<file path="src/sv/bdc3d_pkg.sv">
// ----------------------------------------------------------------------------
// bdc3d_pkg: shared types and constants for the 3D backward-difference curl
// Sizes, field widths, register indexes and the structs that pass between
// the front end, the item queue and the back end.
// ----------------------------------------------------------------------------
package bdc3d_pkg;

   // default grid limits
   localparam int MAX_X_DEF = 64;
   localparam int MAX_Y_DEF = 64;
   localparam int MAX_Z_DEF = 4096;

   // field widths
   localparam int COMP_W = 32;
   localparam int DIFF_W = 33;
   localparam int CURL_W = 34;

   // configuration registers
   localparam int SX_W   = 7;
   localparam int SY_W   = 7;
   localparam int SZ_W   = 13;
   localparam int CSR_DW = 13;
   localparam int CSR_IW = 2;

   localparam logic [CSR_IW-1:0] CSR_SIZE_X = 2'd0;
   localparam logic [CSR_IW-1:0] CSR_SIZE_Y = 2'd1;
   localparam logic [CSR_IW-1:0] CSR_SIZE_Z = 2'd2;

   // effective (clamped) grid size
   typedef struct packed {
      logic [SX_W-1:0] sx;
      logic [SY_W-1:0] sy;
      logic [SZ_W-1:0] sz;
   } bdc_size_type;

   // per-sample classification made by the front end
   typedef struct packed {
      logic has_x;
      logic has_y;
      logic has_z;
      logic vol_end;
   } bdc_flag_type;

   // one field sample
   typedef struct packed {
      logic signed [COMP_W-1:0] cz;
      logic signed [COMP_W-1:0] cy;
      logic signed [COMP_W-1:0] cx;
   } bdc_sample_type;

   localparam int FLAG_W   = $bits(bdc_flag_type);
   localparam int SAMPLE_W = $bits(bdc_sample_type);

endpackage

</file>
<file path="src/sv/bdc3d_fifo.sv">
// ----------------------------------------------------------------------------
// bdc3d_fifo: two-entry item queue
// Decouples the intake from the plane store pipeline.
// ----------------------------------------------------------------------------
module bdc3d_fifo import bdc3d_pkg::*; #(
   parameter int W = SAMPLE_W
) (
   input  logic         clock,
   input  logic         reset,
   input  logic         in_valid,
   output logic         in_ready,
   input  logic [W-1:0] in_data,
   output logic         out_valid,
   input  logic         out_ready,
   output logic [W-1:0] out_data
);

   logic [W-1:0] entry_ff [2];
   logic         wr_ptr_ff, wr_ptr_in;
   logic         rd_ptr_ff, rd_ptr_in;
   logic [1:0]   count_ff, count_in;
   logic         push, pop;

   assign in_ready  = (count_ff != 2'd2);
   assign out_valid = (count_ff != 2'd0);
   assign out_data  = entry_ff[rd_ptr_ff];
   assign push      = in_valid && in_ready;
   assign pop       = out_valid && out_ready;

   always_comb begin
      wr_ptr_in = push ? ~wr_ptr_ff : wr_ptr_ff;
      rd_ptr_in = pop  ? ~rd_ptr_ff : rd_ptr_ff;
      count_in  = count_ff;
      if (push && !pop) begin
         count_in = count_ff + 2'd1;
      end else if (pop && !push) begin
         count_in = count_ff - 2'd1;
      end
   end

   always_ff @(posedge clock) begin
      if (reset) begin
         wr_ptr_ff <= 1'b0;
         rd_ptr_ff <= 1'b0;
         count_ff  <= 2'd0;
      end else begin
         wr_ptr_ff <= wr_ptr_in;
         rd_ptr_ff <= rd_ptr_in;
         count_ff  <= count_in;
      end
   end

   always_ff @(posedge clock) begin
      if (push) begin
         entry_ff[wr_ptr_ff] <= in_data;
      end
   end

endmodule

</file>
<file path="config.mk">
export PLATFORM = sky130hd
export DESIGN_NAME = bdc3d_fifo
export DESIGN_NICKNAME = d
export VERILOG_FILES = /design/src/sv/bdc3d_pkg.sv /design/src/sv/bdc3d_fifo.sv
export SDC_FILE = /design/constraint.sdc
export NUM_CORES = 1
export LEC_CHECK = 0
export ABC_AREA = 0
export BUFFER_PORTS_ARGS = -buffer_cell sky130_fd_sc_hd__buf_2
export CORE_AREA = 10 10 147 149
export DETAILED_ROUTE_END_ITERATION = 12
export DIE_AREA = 0 0 157 159
export PLACE_DENSITY_LB_ADDON = 0.1
export SKIP_CTS_REPAIR_TIMING = 1
export SYNTH_ARGS = -nofsm -noshare
export SYNTH_HDL_FRONTEND = slang
export SYNTH_SLANG_ARGS = --single-unit
</file>
<file path="constraint.sdc">
create_clock -name clock -period 4.2 [get_ports clock]
set_input_delay 0 -clock clock [delete_from_list [all_inputs] [get_ports clock]]
set_output_delay 0 -clock clock [all_outputs]
set_load 0.01 [all_outputs]
</file>
==> metrics.md <==
| Metric | Value |
|---|---|
| Switching Fraction | 0.2707 |
| Final setup fails | 0 |
| TNS Setup | 0 ns |
| Final period util | 0.5736 |
| Power, Total | about 5500 uW |
| CP Data Arrival Time | between 2 and 2.5 ns |
| # fillers | ~1500 |
| # nets final | between 700 and 800 |
| First-pass DRT Iterations | 4 |
| FF-to-FF path depth | 3 |
| Post-Syn Nets | roughly 420 |
| #FFs+latches synth | 197 |
| Worst path cell trace | buf_4, mux2_2, buf_2 |
| Global route overflow | 0 |
| GPL Wtd Cong | roughly 0.7 |
| Fin. Hold Viols | 0 |
| First-pass GRT wire length | 22.06 mm |
| Synth cell types | 21 |
| Largest net degree at the start of global routing | 67 |
| Die span in x | between 150 and 200 um |
| Worst Tran Pin Value | ~1.1 ns |
| Die Area | roughly 25000 um2 |
| Inserted Diodes | 0 |
| Cell count after synthesis | 323 |
| Leakage | just under 0.004 uW |
| Final min period | about 2.4 ns |
| Worst VDD drop | between 0.3 and 0.4 mV |
| Register Area | between 5000 and 6000 um2 |
| Num CTS Buffers | 17 |
| Layout Area Growth over Synthesis | 37.11% |
| Share of the synthesized area in the top cell type | 0.7843 |
| Max Clk Rate | approximately 420 MHz |
| Pwr dens | between 500 and 600 nW/um2 |
| Post-synthesis sequential area ratio | 0.7980 |
| Top cells by area, synth | edfxtp_1 (78%), mux2_2 (8.6%), mux2_4 (8.2%) |
| Vias in the first global route | a little under 4000 |
| Placed cell area | about 8600 um2 |
| Gate power share | 0.249 |
| Row count | 50 |
| Final Cell Area | just over 10000 um2 |
| R2r endpoint | entry_ff[1][33]$_DFFE_PP_ |
| Status | completed |
| DRC violations left | 0 |
| I/O pins | between 150 and 200 |
| Total core area | about 19000 um2 |
| Synthesized cell area | 7351 um2 |
| Vias per inst | 4.515 |
| Reg clk slew, reported paths | around 0.07 ns |
| Clock buffer depth | 2 |
| DP Wirelength | around 11 mm |
| GRT Total Usage | 0.1170 |
| HP Class | primary input to register |
| Skew final | roughly 0.0065 ns |
| Number of synthesis warnings | 0 |
| Critical path type | register to primary output |
| # clock sinks | 197 |
| Avg WL per Cell | around 18 um |
| Die Ht | about 160 um |
| Worst Path Required | between 4 and 5 ns |
| First-iteration detailed-routing DRC count | ~160 |
| DRT antenna net count | 0 |
| Layout cells sized above 1 | 0.5147 |
| Clock network power share | 0.273 |
| CTS tree | yes |
| Syn_area_per_cell | 22.76 um2 |
| Part of the power in registers | 0.478 |
| Commonest non-fill, non-tap cells in the layout | buf_2 (197), edfxtp_1 (192), dlygate4sd3_1 (98) |
| Yosys top cell by area | edfxtp_1 |
| PortBufs | 197 |
| Worst setup EP type | primary output |
| CTS Root Cell | clkbuf_16 |
| H-tree lvl count | 4 |
| Clk_lat worst skew | about 0.4 ns |
| CP peak stage delay | a little over 1 ns |
| Reg2reg start | count_ff[0]$_SDFFE_PP0P_ |
| Pins over their slew limit | 0 |
| Worst hold path startpoint | out_ready |
| Area of the multi-input gates | roughly 1400 um2 |
| Finished Core Util | 0.5424 |
| P_sw | 1481 uW |
| Flop2flop setup slack | around 2.1 ns |
| Worst slew margin | 0.2983 |
| Most common cell after layout, fill and taps aside | buf_2 |
| RSZ-0062 raised after global routing | no |
| Maximum fanout along the worst path | 66 |
| Via count | about 4000 |
| WHS Path Cells | 4 |
| Worst setup SP type | register |
| MaxCap Viol Count | 0 |
| Internal power | roughly 4000 uW |
| Post-Route WL | around 16 mm |
| Starting density of the core | 0.3956 |
| CP max stage cell | dfxtp_4 |
| Initial antenna violation count | 0 |
-- worst max path at each step --
stage | to | from | cells past startpoint
2_1_floorplan | entry_ff[1][0]$_DFFE_PP_ | count_ff[0]$_SDFFE_PP0P_ | 2
3_3_place_gp | entry_ff[1][7]$_DFFE_PP_ | count_ff[0]$_SDFFE_PP0P_ | 3
3_5_place_dp | entry_ff[1][7]$_DFFE_PP_ | count_ff[0]$_SDFFE_PP0P_ | 3
4_1_cts | out_data[93] | register | 3
5_1_grt | out_data[23] | register | 3
6_report | out_data[93] | register | 3
-- sequential cells by signal, summed over array words and instances, names as in the netlist, named ones only --
signal / flops
rd_ptr_ff: 1
entry_ff: 192
count_ff: 2
wr_ptr_ff: 1
-- routing by layer --
layer,GRT usage,share of wire,vias to the layer above,routed length (um)
met5,0,0,-,0
met4,0.02961,0.0081,0,129
met3,0.05801,0.088,10,1391
met2,0.1846,0.48,125,7689
met1,0.1390,0.42,1942,6645
li1,-,-,1892,-
-- power by group through the flow --
stage,combinational [uW],sequential (uW),clock (uW)
after global routing,1470,2650,1620
final,1360,2610,1490
after global placement,1320,2650,0
after CTS,1330,2620,1540
after floorplan,955,2560,0
after detailed placement,1320,2660,0
-- area by class of cell --
| class | instances | area share |
|---|---|---|
| Clock buffer | 21 | 0.04370 |
| Timing Repair Buffer | 301 | 0.1996 |
| Multi-Input combinational cell | 114 | 0.1345 |
| Inverter | 1 | 0.0006207 |
| Sequential cell | 197 | 0.5824 |
| Tap cell | 234 | 0.02905 |
| Clock inverter | 11 | 0.01018 |
-- critical path, delay by kind of cell (launching register included) --
family   cells  cell delay, ns
flops        1            1.03
buf+inv      2            0.58
mux          1            0.37
-- synth_stat cells --
| cell | number |
|---|---|
| o21ai_0 | 2 |
| edfxtp_1 | 192 |
| inv_1 | 1 |
| xor2_1 | 3 |
| buf_6 | 1 |
| or3_1 | 1 |
| and3_1 | 1 |
| a21bo_2 | 1 |
| ha_1 | 1 |
| and2_1 | 1 |
| nor2_1 | 3 |
| buf_8 | 1 |
| mux2_4 | 40 |
| buf_12 | 4 |
| dfxtp_1 | 5 |
| buf_2 | 5 |
| nand3b_1 | 1 |
| or2_2 | 1 |
| a21oi_1 | 2 |
| nand2b_1 | 1 |
| mux2_2 | 56 |
-- per-stage QoR --
stage               worst slack, ns  hold slack [ns]  instances
floorplan                    0.8195          0.06907        323
global placement              2.122           0.1870        749
detailed placement            2.062           0.1911        749
CTS                           1.701          -0.2528        781
global route                  1.635          0.04047        879
finish                        1.791          0.02070        879
-- logic make-up after synthesis --
family / after synthesis / share of synthesized area
XOR/XNOR: 3 / 0.003575
buffers and inverters: 12 / 0.01838
flip-flops: 197 / 0.7980
AO/OA/AOI/OAI: 5 / 0.004085
multiplexers: 96 / 0.1675
adder cells (fa/ha/maj): 1 / 0.001702
AND/OR/NAND/NOR: 9 / 0.006812
Note: power is estimated with default switching activity, not from simulation.
