[config.mk]
export PLATFORM = sky130hd
export DESIGN_NAME = bdc3d_front_flat
export DESIGN_NICKNAME = d
export VERILOG_FILES = /design/src/sv/bdc3d_pkg.sv /design/src/sv/bdc3d_if.sv /design/src/sv/bdc3d_front.sv /design/src/flat_wrapper.sv
export SDC_FILE = /design/constraint.sdc
export NUM_CORES = 1
export LEC_CHECK = 0
export BUFFER_PORTS_ARGS = -buffer_cell sky130_fd_sc_hd__buf_2
export CORE_AREA = 2 2 99 101
export CTS_CLUSTER_SIZE = 30
export DETAILED_ROUTE_END_ITERATION = 8
export DIE_AREA = 0 0 101 103
export HOLD_SLACK_MARGIN = 0.12
export PLACE_DENSITY = 0.72
export SKIP_CTS_REPAIR_TIMING = 1
export SYNTH_ARGS = -nofsm -noshare
export SYNTH_HDL_FRONTEND = slang
export SYNTH_SLANG_ARGS = --single-unit
[constraint.sdc]
create_clock -name clock -period 3.4 [get_ports clock]
set_clock_uncertainty 0.2 [all_clocks]
set_input_delay 0.34 -clock clock [delete_from_list [all_inputs] [get_ports clock]]
set_output_delay 0.34 -clock clock [all_outputs]
set_load 0.02 [all_outputs]
[src/sv/bdc3d_pkg.sv]
// ----------------------------------------------------------------------------
// bdc3d_pkg: shared types and constants for the 3D backward-difference curl
// Sizes, field widths, register indexes and the structs that pass between
// the front end, the item queue and the back end.
// ----------------------------------------------------------------------------
package bdc3d_pkg;

   // default grid limits
   localparam int MAX_X_DEF = 64;
   localparam int MAX_Y_DEF = 64;
   localparam int MAX_Z_DEF = 4096;

   // field widths
   localparam int COMP_W = 32;
   localparam int DIFF_W = 33;
   localparam int CURL_W = 34;

   // configuration registers
   localparam int SX_W   = 7;
   localparam int SY_W   = 7;
   localparam int SZ_W   = 13;
   localparam int CSR_DW = 13;
   localparam int CSR_IW = 2;

   localparam logic [CSR_IW-1:0] CSR_SIZE_X = 2'd0;
   localparam logic [CSR_IW-1:0] CSR_SIZE_Y = 2'd1;
   localparam logic [CSR_IW-1:0] CSR_SIZE_Z = 2'd2;

   // effective (clamped) grid size
   typedef struct packed {
      logic [SX_W-1:0] sx;
      logic [SY_W-1:0] sy;
      logic [SZ_W-1:0] sz;
   } bdc_size_type;

   // per-sample classification made by the front end
   typedef struct packed {
      logic has_x;
      logic has_y;
      logic has_z;
      logic vol_end;
   } bdc_flag_type;

   // one field sample
   typedef struct packed {
      logic signed [COMP_W-1:0] cz;
      logic signed [COMP_W-1:0] cy;
      logic signed [COMP_W-1:0] cx;
   } bdc_sample_type;

   localparam int FLAG_W   = $bits(bdc_flag_type);
   localparam int SAMPLE_W = $bits(bdc_sample_type);

endpackage

[src/sv/bdc3d_if.sv]
// ----------------------------------------------------------------------------
// bdc3d_if: request and response channels of the curl block
// Valid/ready channels carrying one field sample or one curl result.
// ----------------------------------------------------------------------------
interface bdc3d_req_if import bdc3d_pkg::*; ();
   logic                     valid;
   logic                     ready;
   logic signed [COMP_W-1:0] comp_x;
   logic signed [COMP_W-1:0] comp_y;
   logic signed [COMP_W-1:0] comp_z;

   modport source (output valid, output comp_x, output comp_y, output comp_z,
                   input ready);
   modport sink   (input valid, input comp_x, input comp_y, input comp_z,
                   output ready);
endinterface


[src/sv/bdc3d_front.sv]
// ----------------------------------------------------------------------------
// bdc3d_front: sample intake and raster position tracking
// Keeps the x/y/z position, tags each sample with its neighbor flags,
// last-of-volume flag and plane store addresses, and pushes it to the queue.
// ----------------------------------------------------------------------------
module bdc3d_front import bdc3d_pkg::*; #(
   parameter int MAX_X = MAX_X_DEF,
   parameter int MAX_Y = MAX_Y_DEF,
   parameter int MAX_Z = MAX_Z_DEF
) (
   input  logic              clock,
   input  logic              reset,
   input  bdc_size_type      sizes,
   bdc3d_req_if.sink         req_ch,
   output logic              push_valid,
   input  logic              push_ready,
   output bdc_sample_type    push_sample,
   output bdc_flag_type      push_flags,
   output logic [((MAX_X*MAX_Y) > 1 ? $clog2(MAX_X*MAX_Y) : 1)-1:0] push_wa,
   output logic [((MAX_X*MAX_Y) > 1 ? $clog2(MAX_X*MAX_Y) : 1)-1:0] push_ua
);

   localparam int XW = (MAX_X > 1) ? $clog2(MAX_X) : 1;
   localparam int YW = (MAX_Y > 1) ? $clog2(MAX_Y) : 1;
   localparam int ZW = (MAX_Z > 1) ? $clog2(MAX_Z) : 1;
   localparam int AW = ((MAX_X*MAX_Y) > 1) ? $clog2(MAX_X*MAX_Y) : 1;

   logic [XW-1:0] pos_x_ff, pos_x_in;
   logic [YW-1:0] pos_y_ff, pos_y_in;
   logic [ZW-1:0] pos_z_ff, pos_z_in;
   logic [AW-1:0] row_ff, row_in;     // pos_y * MAX_X
   logic          accept;
   logic          last_x, last_y, last_z;

   assign accept = req_ch.valid && push_ready;
   assign req_ch.ready = push_ready;

   // a position at or past the size counts as the last index
   assign last_x = (32'(pos_x_ff) + 32'd1) >= 32'(sizes.sx);
   assign last_y = (32'(pos_y_ff) + 32'd1) >= 32'(sizes.sy);
   assign last_z = (32'(pos_z_ff) + 32'd1) >= 32'(sizes.sz);

   always_comb begin
      pos_x_in = pos_x_ff;
      pos_y_in = pos_y_ff;
      pos_z_in = pos_z_ff;
      row_in   = row_ff;
      if (accept) begin
         if (!last_x) begin
            pos_x_in = pos_x_ff + 1'b1;
         end else begin
            pos_x_in = '0;
            if (!last_y) begin
               pos_y_in = pos_y_ff + 1'b1;
               row_in   = row_ff + AW'(MAX_X);
            end else begin
               pos_y_in = '0;
               row_in   = '0;
               pos_z_in = last_z ? '0 : pos_z_ff + 1'b1;
            end
         end
      end
   end

   always_ff @(posedge clock) begin
      if (reset) begin
         pos_x_ff <= '0;
         pos_y_ff <= '0;
         pos_z_ff <= '0;
         row_ff   <= '0;
      end else begin
         pos_x_ff <= pos_x_in;
         pos_y_ff <= pos_y_in;
         pos_z_ff <= pos_z_in;
         row_ff   <= row_in;
      end
   end

   assign push_valid     = req_ch.valid;
   assign push_sample.cx = req_ch.comp_x;
   assign push_sample.cy = req_ch.comp_y;
   assign push_sample.cz = req_ch.comp_z;

   assign push_flags.has_x   = (pos_x_ff != '0);
   assign push_flags.has_y   = (pos_y_ff != '0);
   assign push_flags.has_z   = (pos_z_ff != '0);
   assign push_flags.vol_end = last_x && last_y && last_z;

   // ua is junk on row 0; has_y masks it
   assign push_wa = row_ff + AW'(pos_x_ff);
   assign push_ua = push_wa - AW'(MAX_X);

endmodule

[src/flat_wrapper.sv]
// flat-port wrapper written by rule: the top's interface ports become plain ports
module bdc3d_front_flat import bdc3d_pkg::*;
#(
   parameter int MAX_X = MAX_X_DEF,
   parameter int MAX_Y = MAX_Y_DEF,
   parameter int MAX_Z = MAX_Z_DEF
)
  (clock, reset, sizes, push_valid, push_ready, push_sample, push_flags, push_wa, push_ua, req_ch_valid, req_ch_comp_x, req_ch_comp_y, req_ch_comp_z, req_ch_ready);
  bdc3d_req_if req_ch_i ();
  input  logic clock;
  input  logic reset;
  input  bdc_size_type sizes;
  output logic push_valid;
  input  logic push_ready;
  output bdc_sample_type push_sample;
  output bdc_flag_type push_flags;
  output logic [((MAX_X*MAX_Y) > 1 ? $clog2(MAX_X*MAX_Y) : 1)-1:0] push_wa;
  output logic [((MAX_X*MAX_Y) > 1 ? $clog2(MAX_X*MAX_Y) : 1)-1:0] push_ua;
  input wire logic [$bits(req_ch_i.valid)-1:0] req_ch_valid;
  input wire logic [$bits(req_ch_i.comp_x)-1:0] req_ch_comp_x;
  input wire logic [$bits(req_ch_i.comp_y)-1:0] req_ch_comp_y;
  input wire logic [$bits(req_ch_i.comp_z)-1:0] req_ch_comp_z;
  output wire logic [$bits(req_ch_i.ready)-1:0] req_ch_ready;
  assign req_ch_i.valid = req_ch_valid;
  assign req_ch_i.comp_x = req_ch_comp_x;
  assign req_ch_i.comp_y = req_ch_comp_y;
  assign req_ch_i.comp_z = req_ch_comp_z;
  assign req_ch_ready = req_ch_i.ready;
  bdc3d_front #(.MAX_X(MAX_X), .MAX_Y(MAX_Y), .MAX_Z(MAX_Z)) u_core (.clock(clock), .reset(reset), .sizes(sizes), .req_ch(req_ch_i), .push_valid(push_valid), .push_ready(push_ready), .push_sample(push_sample), .push_flags(push_flags), .push_wa(push_wa), .push_ua(push_ua));
endmodule
==> key figures <==
Synth
  – Fraction of post-synthesis cell area in the top cell type by area: 23.3%
  – Yosys warns: 0
  – Combinational family with the most area after synthesis: buffers and inverters
  – Average footprint of a synthesized cell: 7.81 um^2
  – Multiplexer share of the synthesized area: 0%
  – Area contributors post-synth: buf_4 23%, dfxtp_1 18%, ha_1 13%
  – Number of synthesized flops with an enable pin: 0
  – Cell type contributing the most total cell area after synthesis: buf_4
  – Cell with the most instances after synthesis: buf_4
  – Xor/xnor share of the synthesized area: 10.6%
  – Top cells by count, synth: 105 x buf_4, 39 x inv_1, 36 x ha_1, 30 x dfxtp_1, 28 x nor2_1
  – Flip-flop and latch count after synthesis: 30
  – Number of distinct library cell variants in the gate-level netlist after synthesis: 46
  – Adder-cell share of the synthesized area: 13.3%
  – Async set-reset flop share out of synthesis: 0%
  – Seq/Total Area, Yosys: 17.7%
  – Netlist Area Pre-Place: 3390 um^2
  – Top FF cell, synth: dfxtp_1
  – Cell count after synthesis: 434
  – Fraction of the mapped netlist area in simple logic gates: 17.5%
  – Net count after synthesis: 597
  – Post-synthesis compound-gate area fraction: 10.4%

CTS
  – Number of buffers created by CTS: 5
  – Clk buf depth: 2
  – Insertion delay of the later-clocked pin in the worst-skew pair: 0.29 ns
  – CTS tree: yes
  – Clock slew at reported path FFs: 0.07 ns
  – Buffer cell driving the clock tree root: clkbuf_8
  – TritonCTS Sinks: 30
  – Number of H-tree levels: 2

Timing
  – Final clock period utilization by the worst path: 97.7%
  – Setup Viol. Count Final: 0
  – Number of hold violations in the final report: 0
  – RSZ-0062 raised after global routing: true
  – Max-slew violation count: 0
  – Final min period: 3.32 ns
  – Fmax achieved: 301 MHz

Worst setup path
  – Most numerous cell on the critical path: nand3_2
  – Arr. time, crit path: 2.78 ns
  – Slowest cell delay on critical path: 0.44 ns
  – Length in cells of the worst reg-to-reg path: 13
  – Worst path slowest cell: or3_4
  – Nature of the critical path endpoint: output port
  – Critical path, cell by cell: ha_4 > inv_2 > nor3_4 > nand3_2 > or3_4 > xnor2_2 > ha_1 > nand3_2 > o22ai_2 > a211oi_4 > nor2_2 > buf_6
  – Endpoint required time on the critical path: 2.86 ns
  – Sort of element at the start of the critical path: flip-flop
  – Peak fanout along the critical path: 5
  – Worst setup path class: reg2out

Detailed routing
  – DRC errors left: 0
  – Initial drt markers: 94
  – Antenna viol nets, final: 0
  – Drt wl/cell: 13.7 um
  – Avg Vias per Cell: 5.04
  – Total Wirelength: 6.92 mm
  – Initial DRT Pass Iterations: 4
  – Total vias in the final route: 2541

Global route
  – Wire length of the first global-routing pass: 11.2 mm
  – Antenna violations before repair: 0
  – Aggregate global-route resource usage: 13.2%
  – Largest net degree at the start of global routing: 23
  – Total overflow reported by the global router: 0
  – Vias in the first global route: 2504

Layout
  – Final net count: 552
  – Summed area of non-filler cells in the final layout: 3200 um^2
  – Layout cells sized above 1: 28.5%
  – Layout Area Growth over Synthesis: -5.46%
  – Number of diodes: 0

Place
  – Instance area at placement: 3000 um^2
  – Buffers added on ports: 60
  – Estimated wirelength of the detail-placed design: 5.36 mm
  – Gp weighted congestion: 0.791

Power and ir drop
  – Sequential share of power: 48.0%
  – Final Power: 741 uW
  – Switching share of power: 25.8%
  – Net switching power: 191 uW
  – Static Leak: 1.54 nW
  – Internal cell power: 550 uW
  – Combinational group share of total power: 11.5%
  – Part of the power in the clock network: 40.4%
  – Total power per unit cell area: 231 nW/um^2
  – Largest voltage drop on the vdd net: 0.111 mV

Floorplanning
  – Num ports: 253
  – Std-Cell Core Area: 9460 um^2
  – Die Wd: 101 um
  – Area of the die: 10400 um^2
  – Chip height: 103 um
  – FP Rows: 36
  – Initial Utilization: 35.8%

Min path
  – Kind of path behind the tightest hold check: in2reg
  – Worst Hold Path Cells: 4

Run
  – Number of violations of the max-capacitance limit: 0

Run status
  – Status: finished, final reports clean
==> sequential cells by signal (all words and copies together) (netlist names) <==
| name | count |
|---|---|
| u_core.row_ff | 6 |
| u_core.pos_z_ff | 12 |
| u_core.pos_y_ff | 6 |
| u_core.pos_x_ff | 6 |
==> metal layers <==
layer  up-vias  global-route usage (%)  wire, um
met2       124                    22.7      3320
met3        42                    3.66       556
li1       1224                       -         -
met1      1151                    15.0      2810
met4         0                    6.96       241
met5         -                       0         0
==> per-stage QoR <==
step	hold slack, ns	instances	TNS (ns)	worst slack [ns]	util, %
4_1_cts	0.260	498	-0.0963	-0.0963	32.7
2_1_floorplan	0.265	434	0	0.334	-
5_1_grt	0.301	504	-0.0634	-0.0634	33.9
3_3_place_gp	0.281	490	0	0.318	31.7
6_report	0.268	504	0	0.0793	33.9
3_5_place_dp	0.301	490	0	0.214	31.7
==> cells in the final DEF, fill, tap and decap left out, types with 5 or more instances in the layout <==
master	instances
a21oi_1	21
and3_1	6
buf_2	59
buf_4	11
clkbuf_8	6
dfxtp_1	24
ha_1	35
inv_1	38
nand2_1	26
nand3_1	17
nand4_1	7
nor2_1	26
o32ai_2	5
or3_1	9
xnor2_1	18
xor2_1	21
==> power by group through the flow <==
stage / registers [mW] / clock network [mW] / logic, mW
after floorplan: 0.364 / 0 / 0.222
after global placement: 0.365 / 0 / 0.0821
after detailed placement: 0.365 / 0 / 0.0852
after CTS: 0.357 / 0.309 / 0.0858
after global routing: 0.356 / 0.321 / 0.0969
final: 0.356 / 0.300 / 0.0855
==> kinds of logic after synthesis <==
| family | Yosys count |
|---|---|
| buffers and inverters | 165 |
| AND/OR/NAND/NOR | 117 |
| AO/OA/AOI/OAI | 44 |
| XOR/XNOR | 41 |
| adder cells (fa/ha/maj) | 36 |
| flip-flops | 30 |
| other | 1 |
==> worst max-delay path, delay by kind of cell (launching register included) <==
family / cells / cell delay, ns
flip-flops: 1 / 0.38
buffers and inverters: 2 / 0.18
XOR/XNOR: 1 / 0.14
adder cells (fa/ha/maj): 2 / 0.45
AO/OA/AOI/OAI: 2 / 0.40
AND/OR/NAND/NOR: 5 / 0.96
==> cell type report <==
cell class	count	area, um^2
multi-input combinational	239	1810
clock buffer	7	86.3
fill	991	6250
inverter	42	158
timing repair buffer	71	389
tap	114	143
sequential	30	613
clock inverter	1	5.00
==> final timing paths <==
| path | startpoint | to | slack [ns] |
|---|---|---|---|
| max reg2reg | u_core.pos_z_ff[1] | u_core.pos_z_ff[0] | 0.19 |
| min | push_ready | u_core.pos_x_ff[1] | 0.27 |
| min reg2reg | u_core.pos_z_ff[0] | u_core.pos_z_ff[0] | 0.29 |
| max | u_core.pos_z_ff[1] | push_flags[0] | 0.08 |
No activity file was read; power rests on OpenSTA's default activity.
